[src/rtl/cvvt_pkg.sv]
`timescale 1ns / 1ps
// ----------------------------------------------------------------------------
// cvvt_pkg: shared types and constants of the token scanner
// Request/result payloads, event records and the scan mode encoding.
// ----------------------------------------------------------------------------
package cvvt_pkg;

  typedef enum logic [1:0] {
    KIND_UNKNOWN = 2'd0,
    KIND_CONST   = 2'd1,
    KIND_VALUE   = 2'd2,
    KIND_VECTOR  = 2'd3
  } kind_e;

  typedef enum logic [2:0] {
    EV_START      = 3'd0,
    EV_DATA       = 3'd1,
    EV_ELEM_START = 3'd2,
    EV_ELEM_END   = 3'd3,
    EV_END        = 3'd4
  } event_e;

  typedef enum logic [4:0] {
    MODE_TOP    = 5'b00001,
    MODE_CONST  = 5'b00010,
    MODE_VALUE  = 5'b00100,
    MODE_VECTOR = 5'b01000,
    MODE_ELEM   = 5'b10000
  } mode_e;

  localparam logic [7:0] CH_DOLLAR     = 8'h24;
  localparam logic [7:0] CH_QUOTE      = 8'h27;
  localparam logic [7:0] CH_LBRACK     = 8'h5B;
  localparam logic [7:0] CH_RBRACK     = 8'h5D;
  localparam logic [7:0] CH_UNDERSCORE = 8'h5F;
  localparam logic [7:0] CH_DASH       = 8'h2D;

  // at most four events follow from one request
  localparam int MaxEvents = 4;
  localparam int EvIdxW    = 2;

  typedef struct packed {
    logic [7:0] in_byte;
    logic       is_last;
  } in_req_t;

  typedef struct packed {
    logic [1:0] token_kind;
    logic [2:0] event_res;
    logic [7:0] data_byte;
    logic       last_of_run;
  } out_res_t;

  typedef struct packed {
    kind_e      kind;
    event_e     ev;
    logic [7:0] data;
  } evt_t;

  // events of one request, valid from index 0 up to last_idx
  typedef struct packed {
    logic [EvIdxW-1:0]          last_idx;
    evt_t [MaxEvents-1:0]       evts;
  } batch_t;

endpackage

[src/rtl/cvvt_front.sv]
`timescale 1ns / 1ps
// ----------------------------------------------------------------------------
// cvvt_front: request classifier
// Holds the scan mode and turns each accepted byte into a batch of events.
// ----------------------------------------------------------------------------
module cvvt_front import cvvt_pkg::*; (
  input  logic    clk_i,
  input  logic    rst_ni,
  input  logic    req_valid_i,
  input  in_req_t req_i,
  input  logic    q_full_i,
  output logic    req_ready_o,
  output logic    batch_valid_o,
  output batch_t  batch_o
);

  mode_e mode_q, mode_d;

  function automatic evt_t mk_evt(kind_e k, event_e e, logic [7:0] d);
    evt_t r;
    r.kind = k;
    r.ev   = e;
    r.data = (e == EV_DATA) ? d : 8'h00;
    return r;
  endfunction

  function automatic logic is_white(logic [7:0] b);
    return (b == 8'h20) || (b >= 8'h09 && b <= 8'h0D);
  endfunction

  function automatic logic is_const_char(logic [7:0] b);
    return (b >= 8'h41 && b <= 8'h5A) || (b >= 8'h61 && b <= 8'h7A) ||
           (b == CH_UNDERSCORE) || (b == CH_DASH);
  endfunction

  logic                 accept;
  logic [7:0]           b;
  logic                 to_top;
  logic [2:0]           n;
  evt_t [MaxEvents-1:0] evts;

  assign req_ready_o = !q_full_i;
  assign accept      = req_valid_i && !q_full_i;
  assign b           = req_i.in_byte;

  always_comb begin
    mode_d = mode_q;
    to_top = 1'b0;
    n      = 3'd0;
    evts   = '0;

    unique case (mode_q)
      MODE_CONST: begin
        if (is_const_char(b)) begin
          evts[n[EvIdxW-1:0]] = mk_evt(KIND_CONST, EV_DATA, b);
          n = n + 3'd1;
        end else begin
          evts[n[EvIdxW-1:0]] = mk_evt(KIND_CONST, EV_END, b);
          n = n + 3'd1;
          to_top = 1'b1;
        end
      end
      MODE_VALUE: begin
        if (b == CH_QUOTE) begin
          evts[n[EvIdxW-1:0]] = mk_evt(KIND_VALUE, EV_END, b);
          n = n + 3'd1;
          mode_d = MODE_TOP;
        end else begin
          evts[n[EvIdxW-1:0]] = mk_evt(KIND_VALUE, EV_DATA, b);
          n = n + 3'd1;
        end
      end
      MODE_VECTOR: begin
        if (b == CH_RBRACK) begin
          evts[n[EvIdxW-1:0]] = mk_evt(KIND_VECTOR, EV_END, b);
          n = n + 3'd1;
          mode_d = MODE_TOP;
        end else if (b == CH_QUOTE) begin
          evts[n[EvIdxW-1:0]] = mk_evt(KIND_VECTOR, EV_ELEM_START, b);
          n = n + 3'd1;
          mode_d = MODE_ELEM;
        end
      end
      MODE_ELEM: begin
        if (b == CH_QUOTE) begin
          evts[n[EvIdxW-1:0]] = mk_evt(KIND_VECTOR, EV_ELEM_END, b);
          n = n + 3'd1;
          mode_d = MODE_VECTOR;
        end else begin
          evts[n[EvIdxW-1:0]] = mk_evt(KIND_VECTOR, EV_DATA, b);
          n = n + 3'd1;
        end
      end
      default: begin
        to_top = 1'b1;
      end
    endcase

    // top-level handling, also for the byte that ended a const
    if (to_top) begin
      mode_d = MODE_TOP;
      if (is_white(b) || b == CH_UNDERSCORE || b == CH_DASH) begin
        mode_d = MODE_TOP;
      end else if (b == CH_DOLLAR) begin
        evts[n[EvIdxW-1:0]] = mk_evt(KIND_CONST, EV_START, b);
        n = n + 3'd1;
        mode_d = MODE_CONST;
      end else if (b == CH_QUOTE) begin
        evts[n[EvIdxW-1:0]] = mk_evt(KIND_VALUE, EV_START, b);
        n = n + 3'd1;
        mode_d = MODE_VALUE;
      end else if (b == CH_LBRACK) begin
        evts[n[EvIdxW-1:0]] = mk_evt(KIND_VECTOR, EV_START, b);
        n = n + 3'd1;
        mode_d = MODE_VECTOR;
      end else begin
        evts[n[EvIdxW-1:0]] = mk_evt(KIND_UNKNOWN, EV_START, b);
        n = n + 3'd1;
        evts[n[EvIdxW-1:0]] = mk_evt(KIND_UNKNOWN, EV_DATA, b);
        n = n + 3'd1;
        evts[n[EvIdxW-1:0]] = mk_evt(KIND_UNKNOWN, EV_END, b);
        n = n + 3'd1;
      end
    end

    // end of text closes whatever is still open
    if (req_i.is_last) begin
      unique case (mode_d)
        MODE_CONST: begin
          evts[n[EvIdxW-1:0]] = mk_evt(KIND_CONST, EV_END, b);
          n = n + 3'd1;
        end
        MODE_VALUE: begin
          evts[n[EvIdxW-1:0]] = mk_evt(KIND_VALUE, EV_END, b);
          n = n + 3'd1;
        end
        MODE_ELEM: begin
          evts[n[EvIdxW-1:0]] = mk_evt(KIND_VECTOR, EV_ELEM_END, b);
          n = n + 3'd1;
          evts[n[EvIdxW-1:0]] = mk_evt(KIND_VECTOR, EV_END, b);
          n = n + 3'd1;
        end
        MODE_VECTOR: begin
          evts[n[EvIdxW-1:0]] = mk_evt(KIND_VECTOR, EV_END, b);
          n = n + 3'd1;
        end
        default: begin
        end
      endcase
      mode_d = MODE_TOP;
    end
  end

  assign batch_valid_o    = accept && (n != 3'd0);
  assign batch_o.evts     = evts;
  assign batch_o.last_idx = EvIdxW'(n - 3'd1);

  always_ff @(posedge clk_i or negedge rst_ni) begin
    if (!rst_ni) begin
      mode_q <= MODE_TOP;
    end else if (accept) begin
      mode_q <= mode_d;
    end
  end

endmodule

[src/rtl/cvvt_queue.sv]
`timescale 1ns / 1ps
// ----------------------------------------------------------------------------
// cvvt_queue: event batch queue
// Small register FIFO between the classifier and the event sequencer.
// ----------------------------------------------------------------------------
module cvvt_queue import cvvt_pkg::*; #(
  parameter int Depth = 4
) (
  input  logic   clk_i,
  input  logic   rst_ni,
  input  logic   wr_en_i,
  input  batch_t wr_data_i,
  output logic   full_o,
  input  logic   rd_en_i,
  output batch_t rd_data_o,
  output logic   valid_o
);

  localparam int IdxW = (Depth > 1) ? $clog2(Depth) : 1;
  localparam int CntW = $clog2(Depth + 1);

  batch_t            mem_q [Depth];
  logic [IdxW-1:0]   wr_ptr_q, rd_ptr_q;
  logic [CntW-1:0]   cnt_q;

  assign full_o    = (cnt_q == CntW'(Depth));
  assign valid_o   = (cnt_q != '0);
  assign rd_data_o = mem_q[rd_ptr_q];

  function automatic logic [IdxW-1:0] next_ptr(logic [IdxW-1:0] p);
    return (p == IdxW'(Depth - 1)) ? '0 : p + IdxW'(1);
  endfunction

  always_ff @(posedge clk_i or negedge rst_ni) begin
    if (!rst_ni) begin
      wr_ptr_q <= '0;
      rd_ptr_q <= '0;
      cnt_q    <= '0;
    end else begin
      if (wr_en_i) begin
        wr_ptr_q <= next_ptr(wr_ptr_q);
      end
      if (rd_en_i) begin
        rd_ptr_q <= next_ptr(rd_ptr_q);
      end
      if (wr_en_i && !rd_en_i) begin
        cnt_q <= cnt_q + CntW'(1);
      end else if (!wr_en_i && rd_en_i) begin
        cnt_q <= cnt_q - CntW'(1);
      end
    end
  end

  always_ff @(posedge clk_i) begin
    if (wr_en_i) begin
      mem_q[wr_ptr_q] <= wr_data_i;
    end
  end

endmodule

[src/rtl/cvvt_back.sv]
`timescale 1ns / 1ps
// ----------------------------------------------------------------------------
// cvvt_back: event sequencer
// Walks the head batch one event per cycle, unless a result is held unpopped, into the result register.
// ----------------------------------------------------------------------------
module cvvt_back import cvvt_pkg::*; (
  input  logic     clk_i,
  input  logic     rst_ni,
  input  logic     batch_valid_i,
  input  batch_t   batch_i,
  output logic     batch_pop_o,
  output logic     empty_o,
  input  logic     pop_i,
  output out_res_t res_o
);

  logic              out_valid_q;
  out_res_t          out_q, out_d;
  logic [EvIdxW-1:0] idx_q;
  logic              load;
  logic              is_final;
  evt_t              cur;

  assign cur      = batch_i.evts[idx_q];
  assign is_final = (idx_q == batch_i.last_idx);
  // result slot is free now or frees at this edge
  assign load     = batch_valid_i && (!out_valid_q || pop_i);

  assign batch_pop_o = load && is_final;
  assign empty_o     = !out_valid_q;
  assign res_o       = out_q;

  always_comb begin
    out_d.token_kind  = cur.kind;
    out_d.event_res   = cur.ev;
    out_d.data_byte   = cur.data;
    out_d.last_of_run = is_final;
  end

  always_ff @(posedge clk_i or negedge rst_ni) begin
    if (!rst_ni) begin
      out_valid_q <= 1'b0;
      idx_q       <= '0;
    end else begin
      if (load) begin
        out_valid_q <= 1'b1;
        idx_q       <= is_final ? '0 : idx_q + EvIdxW'(1);
      end else if (pop_i) begin
        out_valid_q <= 1'b0;
      end
    end
  end

  always_ff @(posedge clk_i) begin
    if (load) begin
      out_q <= out_d;
    end
  end

endmodule

[src/rtl/const_value_vector_tokenizer.sv]
`timescale 1ns / 1ps
// ----------------------------------------------------------------------------
// const_value_vector_tokenizer: streaming const/value/vector token scanner
// Classifier, batch queue and event sequencer; one text byte per request.
// ----------------------------------------------------------------------------
// Flow: the events of a byte are written as a batch into the batch queue, then
//   moved into the result register one per cycle unless a result is held unpopped.
// Throughput: one byte per cycle while full is low, one event per cycle out unless
//   a result is held; full rises only when all QueueDepth queue entries hold batches.
// Reset: asynchronous, clears the scan mode to top level and empties the queue
//   and the result register.
module const_value_vector_tokenizer import cvvt_pkg::*; #(
  parameter int QueueDepth = 4
) (
  input  logic     clk_i,
  input  logic     rst_ni,
  input  logic     push,
  input  in_req_t  in_req_i,
  output logic     full,
  output logic     empty,
  input  logic     pop,
  output out_res_t out_res_o
);

  logic   q_full;
  logic   ready;
  logic   wr_en;
  batch_t wr_batch;
  logic   rd_en;
  logic   rd_valid;
  batch_t rd_batch;

  assign full = !ready;

  cvvt_front u_front (
    .clk_i         (clk_i),
    .rst_ni        (rst_ni),
    .req_valid_i   (push),
    .req_i         (in_req_i),
    .q_full_i      (q_full),
    .req_ready_o   (ready),
    .batch_valid_o (wr_en),
    .batch_o       (wr_batch)
  );

  cvvt_queue #(
    .Depth (QueueDepth)
  ) u_queue (
    .clk_i     (clk_i),
    .rst_ni    (rst_ni),
    .wr_en_i   (wr_en),
    .wr_data_i (wr_batch),
    .full_o    (q_full),
    .rd_en_i   (rd_en),
    .rd_data_o (rd_batch),
    .valid_o   (rd_valid)
  );

  cvvt_back u_back (
    .clk_i         (clk_i),
    .rst_ni        (rst_ni),
    .batch_valid_i (rd_valid),
    .batch_i       (rd_batch),
    .batch_pop_o   (rd_en),
    .empty_o       (empty),
    .pop_i         (pop),
    .res_o         (out_res_o)
  );

endmodule

[config.mk]
export PLATFORM = sky130hd
export DESIGN_NAME = const_value_vector_tokenizer
export DESIGN_NICKNAME = d
export VERILOG_FILES = /design/src/rtl/cvvt_pkg.sv /design/src/rtl/cvvt_front.sv /design/src/rtl/cvvt_queue.sv /design/src/rtl/cvvt_back.sv /design/src/rtl/const_value_vector_tokenizer.sv
export SDC_FILE = /design/constraint.sdc
export NUM_CORES = 1
export LEC_CHECK = 0
export BUFFER_PORTS_ARGS = -buffer_cell sky130_fd_sc_hd__buf_2
export CAP_MARGIN = 20
export CORE_MARGIN = 2
export CORE_UTILIZATION = 65
export DETAILED_ROUTE_END_ITERATION = 8
export HOLD_SLACK_MARGIN = 0.05
export PLACE_DENSITY = 0.83
export SYNTH_ARGS = -nofsm -noshare
export SYNTH_HDL_FRONTEND = slang
export SYNTH_SLANG_ARGS = --single-unit
[constraint.sdc]
create_clock -name clk_i -period 14.4 [get_ports clk_i]
set_clock_uncertainty 0.2 [all_clocks]
set_input_delay 0 -clock clk_i [delete_from_list [all_inputs] [get_ports clk_i]]
set_output_delay 0 -clock clk_i [all_outputs]
set_load 0.02 [all_outputs]
# ---- Yosys cells after proc, flatten, opt, wreduce, memory -nomap -nowiden
# Memory sizes are Yosys's and may differ from the RTL's.
# Index checks and enable logic that the tools add are counted.
dict set report word_totals {
  register_bits 29
  mem_bits_rw 216
  out_inout_bits 16
  mem_count 1
}
# name words width read_ports rd_ports_with_merged_regs write_ports line
set memory_table {}
lappend memory_table {u_queue.mem_q 4 54 1 0 1 cvvt_queue.sv:22} ;# batch_t mem_q [Depth];
dict set report classes {
  n_addsub 11
  order_cmp 17
  eq_ne 19
  n_mux 58
  n_bitwise 29
  reduce_logical 32
}
# op n
set op_table {}
lappend op_table {{52-bit two-way mux} 6}
lappend op_table {{52-bit one-hot mux with 4 select lines} 1}
lappend op_table {{48-bit NOT} 3}
lappend op_table {{44-bit NOT} 3}
lappend op_table {{13-bit demux with 2-bit select} 5}
lappend op_table {{13-bit two-way mux} 8}
lappend op_table {{12-bit by 48-bit AND with 48-bit output} 2}
lappend op_table {{44-bit AND} 2}
lappend op_table {{40-bit AND} 2}
lappend op_table {{40-bit NOT} 2}
lappend op_table {{13-bit by 52-bit AND with 52-bit output} 1}
lappend op_table {{52-bit bitwise mux} 1}
lappend op_table {{52-bit NOT} 1}
lappend op_table {{13-bit one-hot mux with 4 select lines} 1}
lappend op_table {{48-bit AND} 1}
lappend op_table {{5-bit two-way mux} 9}
lappend op_table {{11-bit by 44-bit AND with 44-bit output} 1}
lappend op_table {{36-bit AND} 1}
lappend op_table {{36-bit NOT} 1}
lappend op_table {{8-bit by 6-bit == test with 1-bit output, second input constant} 4}
lappend op_table {{3-bit two-way mux} 9}
lappend op_table {{13-bit binary-select mux with 2-bit select} 1}
lappend op_table {{8-bit by 7-bit == test with 1-bit output, second input constant} 3}
lappend op_table {{12-bit bitwise OR} 2}
lappend op_table {{other kinds (36)} 96}

# ---- Logic depth before layout (Yosys ltp)
dict set report logic_depth {
  ltp_word 22
  ltp_mapped 23
  mapped_depth_nobuf 21
}

# ---- Cells and area by module
# A second synthesis with hierarchy kept.
dict set report unflattened {
  cells_unflattened 605
  area_unflattened_um2 10841.6
}
# mod n_inst cells_each area_each_um2 seq_area_each_um2
set modules_own_cells {}
lappend modules_own_cells {cvvt_queue 1 319 8209.1 6661.4}
lappend modules_own_cells {cvvt_front 1 235 1679.1 126.4}
lappend modules_own_cells {cvvt_back 1 50 949.7 495.5}
lappend modules_own_cells {const_value_vector_tokenizer 1 1 3.8 0.0}

# ---- Worst setup path before layout
# Ideal clock, no wire load.
dict set report synth_path {
  kind {reg2reg}
  from {register u_front.mode_q[1]}
  to {memory u_queue.mem_q[0][0] (netlist name), enable pin}
  arrival_time_ns 4.191
  t_required_ns 13.793
  path_slack_ns 9.602
  stages_incl_launch_ff 19
  period_less_slack_ns 4.798
  path_cell_list {dfrtp_1 > buf_2 > nor2_1 > nand3_1 > o21bai_1 > nand2_1 > ha_1 > nand2b_1 > o211ai_1 > ha_1 > clkbuf_1 > o211ai_1 > o221a_2 > ha_1 > inv_1 > a41o_1 > a21oi_1 > o22ai_4 > and2_1}
}
dict set report synth_between {
  elab_chain_cells 19
  elab_cells_between_ends 35
  classes_between {5 x add/sub; 8 x eq/ne; 17 x mux; 5 x reduce/logical}
}
# element line
set synth_rtl {}
lappend synth_rtl {{from (decl)} cvvt_front.sv:17} ;# mode_e mode_q, mode_d;
lappend synth_rtl {{from (signal assigned)} cvvt_front.sv:162} ;# mode_q <= mode_d;
lappend synth_rtl {{5-bit by 2-bit == test with 1-bit output (tied with other cells)} cvvt_front.sv:52} ;# unique case (mode_q)
lappend synth_rtl {{3-bit OR reduction (no source line)} n/a}
lappend synth_rtl {{3-bit one-hot mux with 2 select lines} cvvt_front.sv:52}
lappend synth_rtl {{3-bit by 1-bit adder with 3-bit output} n/a}
lappend synth_rtl {{3-bit by 1-bit adder with 3-bit output} cvvt_front.sv:120} ;# n = n + 3'd1;
lappend synth_rtl {{3-bit by 1-bit adder with 3-bit output} cvvt_front.sv:122} ;# n = n + 3'd1;
lappend synth_rtl {{3-bit two-way mux} cvvt_front.sv:112} ;# end else if (b == CH_LBRACK) begin
lappend synth_rtl {{3-bit two-way mux} cvvt_front.sv:108} ;# end else if (b == CH_QUOTE) begin
lappend synth_rtl {{[... 4 more ...]} n/a}
lappend synth_rtl {{3-bit by 1-bit adder with 3-bit output} cvvt_front.sv:141} ;# n = n + 3'd1;
lappend synth_rtl {{3-bit one-hot mux with 2 select lines} cvvt_front.sv:128} ;# unique case (mode_d)
lappend synth_rtl {{3-bit two-way mux *} cvvt_front.sv:127} ;# if (req_i.is_last) begin
lappend synth_rtl {{3-bit nonzero test *} cvvt_front.sv:154} ;# assign batch_valid_o = accept && (n != 3'd0);
lappend synth_rtl {{1-bit logical AND *} cvvt_front.sv:154}
lappend synth_rtl {{named net u_front.batch_valid_o} cvvt_front.sv:13} ;# output logic batch_valid_o,
lappend synth_rtl {{1-bit two-way mux *} cvvt_queue.sv:55} ;# if (wr_en_i) begin
lappend synth_rtl {{1-bit two-way mux (implied by the code) *} cvvt_queue.sv:56} ;# mem_q[wr_ptr_q] <= wr_data_i;
lappend synth_rtl {{to (decl)} cvvt_queue.sv:22}
# Mark *: on every way through the listed nets, which the timed path passes. The rest lies on a longest branch.

# ---- Final worst setup path
dict set report layout_path {
  from {register u_front.mode_q[4]}
  to {register u_queue.cnt_q[1]}
}
dict set report layout_between {
  elab_chain_cells 20
  elab_cells_between_ends 38
  classes_between {5 x add/sub; 8 x eq/ne; 16 x mux; 9 x reduce/logical}
}
# element line
set layout_rtl {}
lappend layout_rtl {{5-bit by 2-bit == test with 1-bit output (tied with other cells)} cvvt_front.sv:52}
lappend layout_rtl {{3-bit OR reduction (no source line)} n/a}
lappend layout_rtl {{3-bit one-hot mux with 2 select lines} cvvt_front.sv:52}
lappend layout_rtl {{3-bit by 1-bit adder with 3-bit output} n/a}
lappend layout_rtl {{3-bit by 1-bit adder with 3-bit output} cvvt_front.sv:120}
lappend layout_rtl {{3-bit by 1-bit adder with 3-bit output} cvvt_front.sv:122}
lappend layout_rtl {{3-bit two-way mux} cvvt_front.sv:112}
lappend layout_rtl {{3-bit two-way mux} cvvt_front.sv:108}
lappend layout_rtl {{[... 5 more ...]} n/a}
lappend layout_rtl {{3-bit one-hot mux with 2 select lines} cvvt_front.sv:128}
lappend layout_rtl {{3-bit two-way mux *} cvvt_front.sv:127}
lappend layout_rtl {{3-bit nonzero test *} cvvt_front.sv:154}
lappend layout_rtl {{1-bit logical AND *} cvvt_front.sv:154}
lappend layout_rtl {{named net u_front.batch_valid_o} cvvt_front.sv:13}
lappend layout_rtl {{1-bit logical NOT} cvvt_queue.sv:48} ;# end else if (!wr_en_i && rd_en_i) begin
lappend layout_rtl {{1-bit logical AND} cvvt_queue.sv:48}
lappend layout_rtl {{2-bit nonzero test (no source line)} n/a}
lappend layout_rtl {{to (signal assigned)} cvvt_queue.sv:47} ;# cnt_q <= cnt_q + CntW'(1);
lappend layout_rtl {{to (signal assigned)} cvvt_queue.sv:49} ;# cnt_q <= cnt_q - CntW'(1);
lappend layout_rtl {{to (decl)} cvvt_queue.sv:24} ;# logic [CntW-1:0] cnt_q;
# Marked as above.
# A chain may end at the register's enable or synchronous reset.

==> flow_metrics.tcl <==
set metrics [dict create \
    outcome "completed" \
    period_share 0.3628 \
    clkSlewWorstSetupHoldPaths_ns 0.06 \
    synthMuxAreaShare 0.1352 \
    cp-endpoint "u_queue.cnt_q[1]$_DFFE_PN0P_" \
    die_x_um 125.4 \
    vias 5364 \
    setup_viol 0 \
    initial_core_util 0.6611 \
    synth-main-ff-cell "edfxtp_1" \
    rsz0062_at_grt "false" \
    drtPass1Iterations 5 \
    reg2reg_to "u_queue.cnt_q[1]$_DFFE_PN0P_" \
    synth_area_um2 9572 \
    cts_buffers 21 \
    drv_slew 0 \
    critPathKind "flip-flop to flip-flop" \
    grt.total_usage 0.2485 \
    syn_nets 610 \
    p_int_mw 1.330 \
    clkPwrFrac 0.262 \
    maxCapViolations 0 \
    max_slew.worst_pin.slew_ns 1.111 \
    yosys.area_share.adder 0.02562 \
    power_density_nw_per_um2 176.4 \
    htreeDepth 1 \
    power.leakage_nw 3.717 \
    antenna_found_initial 0 \
    cts_sinks 209 \
    ant_nets 0 \
    grt-ovfl-total 0 \
    n_antenna_cell 0 \
    yosysUniqueCellTypes 81 \
    cp-end-kind "flip-flop" \
    worstReg2RegStart "u_front.mode_q[4]$_DFFE_PN0P_" \
    viasPerCell 6.557 \
    power_frac_comb 0.272 \
    rr_worst_depth 18 \
    cts_tree "yes" \
    die_area_um2 15710 \
    min-delay-start "in_req_i[0]" \
    hold_viol_final 0 \
    synth-compound-area-share 0.06680 \
    clk_path_buf_depth 3 \
    synth_xor_area_frac 0.009150 \
    ys_top_cells_by_count "edfxtp_1, mux4_2, nand2_1, and2_1, inv_1" \
    critPathMaxFanout 11 \
    dpl_cell_area_um2 9857 \
    nets 654 \
    drive_above_1_share 0.2461 \
    setup_tns_ns 0 \
    reg2reg_setup_slack_ns 9.18 \
    grt_pass1_wl_um 30030 \
    fmax_mhz 191.4 \
    worstPathArrival_ns 5.39 \
    core_region_area_um2 14480 \
    avgRoutedWirePerCell_um 23.33 \
    die_h_um 125.4 \
    yosysMostFrequentCell "edfxtp_1" \
    first_iter_violations 638 \
    area_growth_pct 11.07 \
    io_pins 29 \
    synthArstFlopShare 0.07177 \
    fill_cells 823 \
    synth.top_cell.area_share 0.6086 \
    synth.largest_area_cell "edfxtp_1" \
    wirelength_um 19080 \
    yosysSeqAreaShare 0.6480 \
    min_path_type "primary input to flip-flop" \
    crit_required_ns 14.56 \
    synth_edf_count 194 \
    ys_ff_latch 209 \
    io_buffer_count 28 \
    grt_max_degree 49 \
    cts_resized 0 \
    avgSynthCellArea_um2 16.56 \
    clock_latency_ns 0.47 \
    p_seq_frac 0.466 \
    start_kind "flip-flop" \
    synth_simple_gate_area_frac 0.08915 \
    peakVddDrop_mv 0.1270 \
    root_buffer "clkbuf_16" \
    power.switching_uw 545.5 \
    place_congestion 0.9597 \
    cp-startpoint "u_front.mode_q[4]$_DFFE_PN0P_" \
    timing.max_slew.rel_slack 0.2592 \
    fin_area_um2 10630 \
    grt_pass1_vias 5333 \
    place_hpwl_um 11420 \
    synth_top_family_by_area "multiplexers" \
    hold_ws_ns 0.3104 \
    syn_inst 578 \
    synth_top_cells_by_area "edfxtp_1, mux4_2, dfrtp_1, ha_1, and2_1" \
    route.detailed.drc 0 \
    switching_share 0.2909 \
    period_minus_slack_ns 5.224 \
    row_count 44 \
    yosys_warnings 0 \
]
-- layout make-up --
class	count	area (um^2)	area share
Multi-Input combinational cell	312	3128	0.2942
Tap cell	184	230.2	0.02165
Inverter	27	101.3	0.009533
Timing Repair Buffer	51	352.8	0.03319
Sequential cell	209	6205	0.5836
Clock inverter	10	73.82	0.006944
Clock buffer	25	540.5	0.05084
-- placed cells by master (no fill, tap or decap), types with 10 or more instances in the layout --
cell type,count
edfxtp_1,194
mux4_2,50
nand2_1,29
buf_2,28
inv_1,27
nor2_1,25
and2_1,24
clkbuf_16,21
ha_1,18
dlygate4sd3_1,16
o21ai_0,12
dfrtp_1,12
a21oi_1,11
mux2i_1,10
-- power by group through the flow --
stage / clock network (mW) / registers (mW) / logic, mW
global route: 0.519 / 0.883 / 0.553
finish: 0.491 / 0.874 / 0.510
detailed placement: 0 / 0.882 / 0.506
global placement: 0 / 0.872 / 0.494
CTS: 0.496 / 0.874 / 0.517
floorplan: 0 / 0.881 / 0.371
-- what timing repair did --
action / 4_1_cts / 5_1_grt
hold endpoints to repair: 163 / 0
buffers inserted: 0 / 0
hold buffers: 16 / 0
-- kinds of logic (layout without fill, tap and decap cells) --
group	after synthesis	after routing
AOI/OAI and AO/OA	79	79
xor gates and xnor gates	10	10
adders and majority gates	19	19
buffers and inverters	57	113
DFF	209	209
muxes	65	65
and+or+nand+nor	139	139
-- flip-flops by register name, summed over array words and instances, names as in the netlist --
register / flops
u_queue.mem_q: 180
u_back.res_o: 14
u_front.mode_q: 5
u_queue.cnt_q: 3
u_back.idx_q: 2
u_queue.rd_ptr_q: 2
u_queue.wr_ptr_q: 2
u_back.out_valid_q: 1
-- layer usage --
layer	track usage	part of all wire
met5	0	0
met4	0.04641	0.018
met3	0.02953	0.068
met2	0.4070	0.49
met1	0.3747	0.42
-- through the flow --
| stage | total power [mW] | setup WS (ns) | utilization | cells |
|---|---|---|---|---|
| 5_1_grt | 1.956 | 8.925 | 0.7343 | 818 |
| 3_5_place_dp | 1.388 | 9.274 | 0.6808 | 767 |
| 6_report | 1.876 | 9.176 | 0.7343 | 818 |
| 4_1_cts | 1.887 | 9.232 | 0.7343 | 818 |
| 2_1_floorplan | 1.252 | 9.602 | - | 578 |
| 3_3_place_gp | 1.366 | 9.502 | 0.6808 | 767 |
-- how the worst min path moves through the flow --
| stage | end | slack (ns) | depth (start not counted) |
|---|---|---|---|
| floorplan | u_back.idx_q[0]$_DFFE_PN0P_ | -0.50 | 0 |
| global placement | u_back.out_valid_q$_DFFE_PN0P_ | -0.25 | 1 |
| detailed placement | u_queue.cnt_q[0]$_DFFE_PN0P_ | -0.24 | 1 |
| CTS | u_front.mode_q[2]$_DFFE_PN0P_ | 0.29 | 3 |
| global route | u_front.mode_q[2]$_DFFE_PN0P_ | 0.34 | 3 |
| finish | u_front.mode_q[2]$_DFFE_PN0P_ | 0.31 | 3 |
-- critical path, stage by stage, from the launching register on --
cell      delay [ns]
dfrtp_1         0.60
and2b_4         0.27
o311ai_4        0.41
nand2_1         0.19
nor3_2          0.39
xnor2_1         0.34
inv_1           0.20
ha_1            0.36
o211ai_1        0.23
o221a_2         0.20
ha_1            0.14
inv_1           0.04
a41o_1          0.19
a21oi_1         0.22
o22ai_4         0.14
ha_1            0.23
inv_1           0.07
fa_1            0.40
mux2_2          0.27
(Power assumes the default switching activity.)
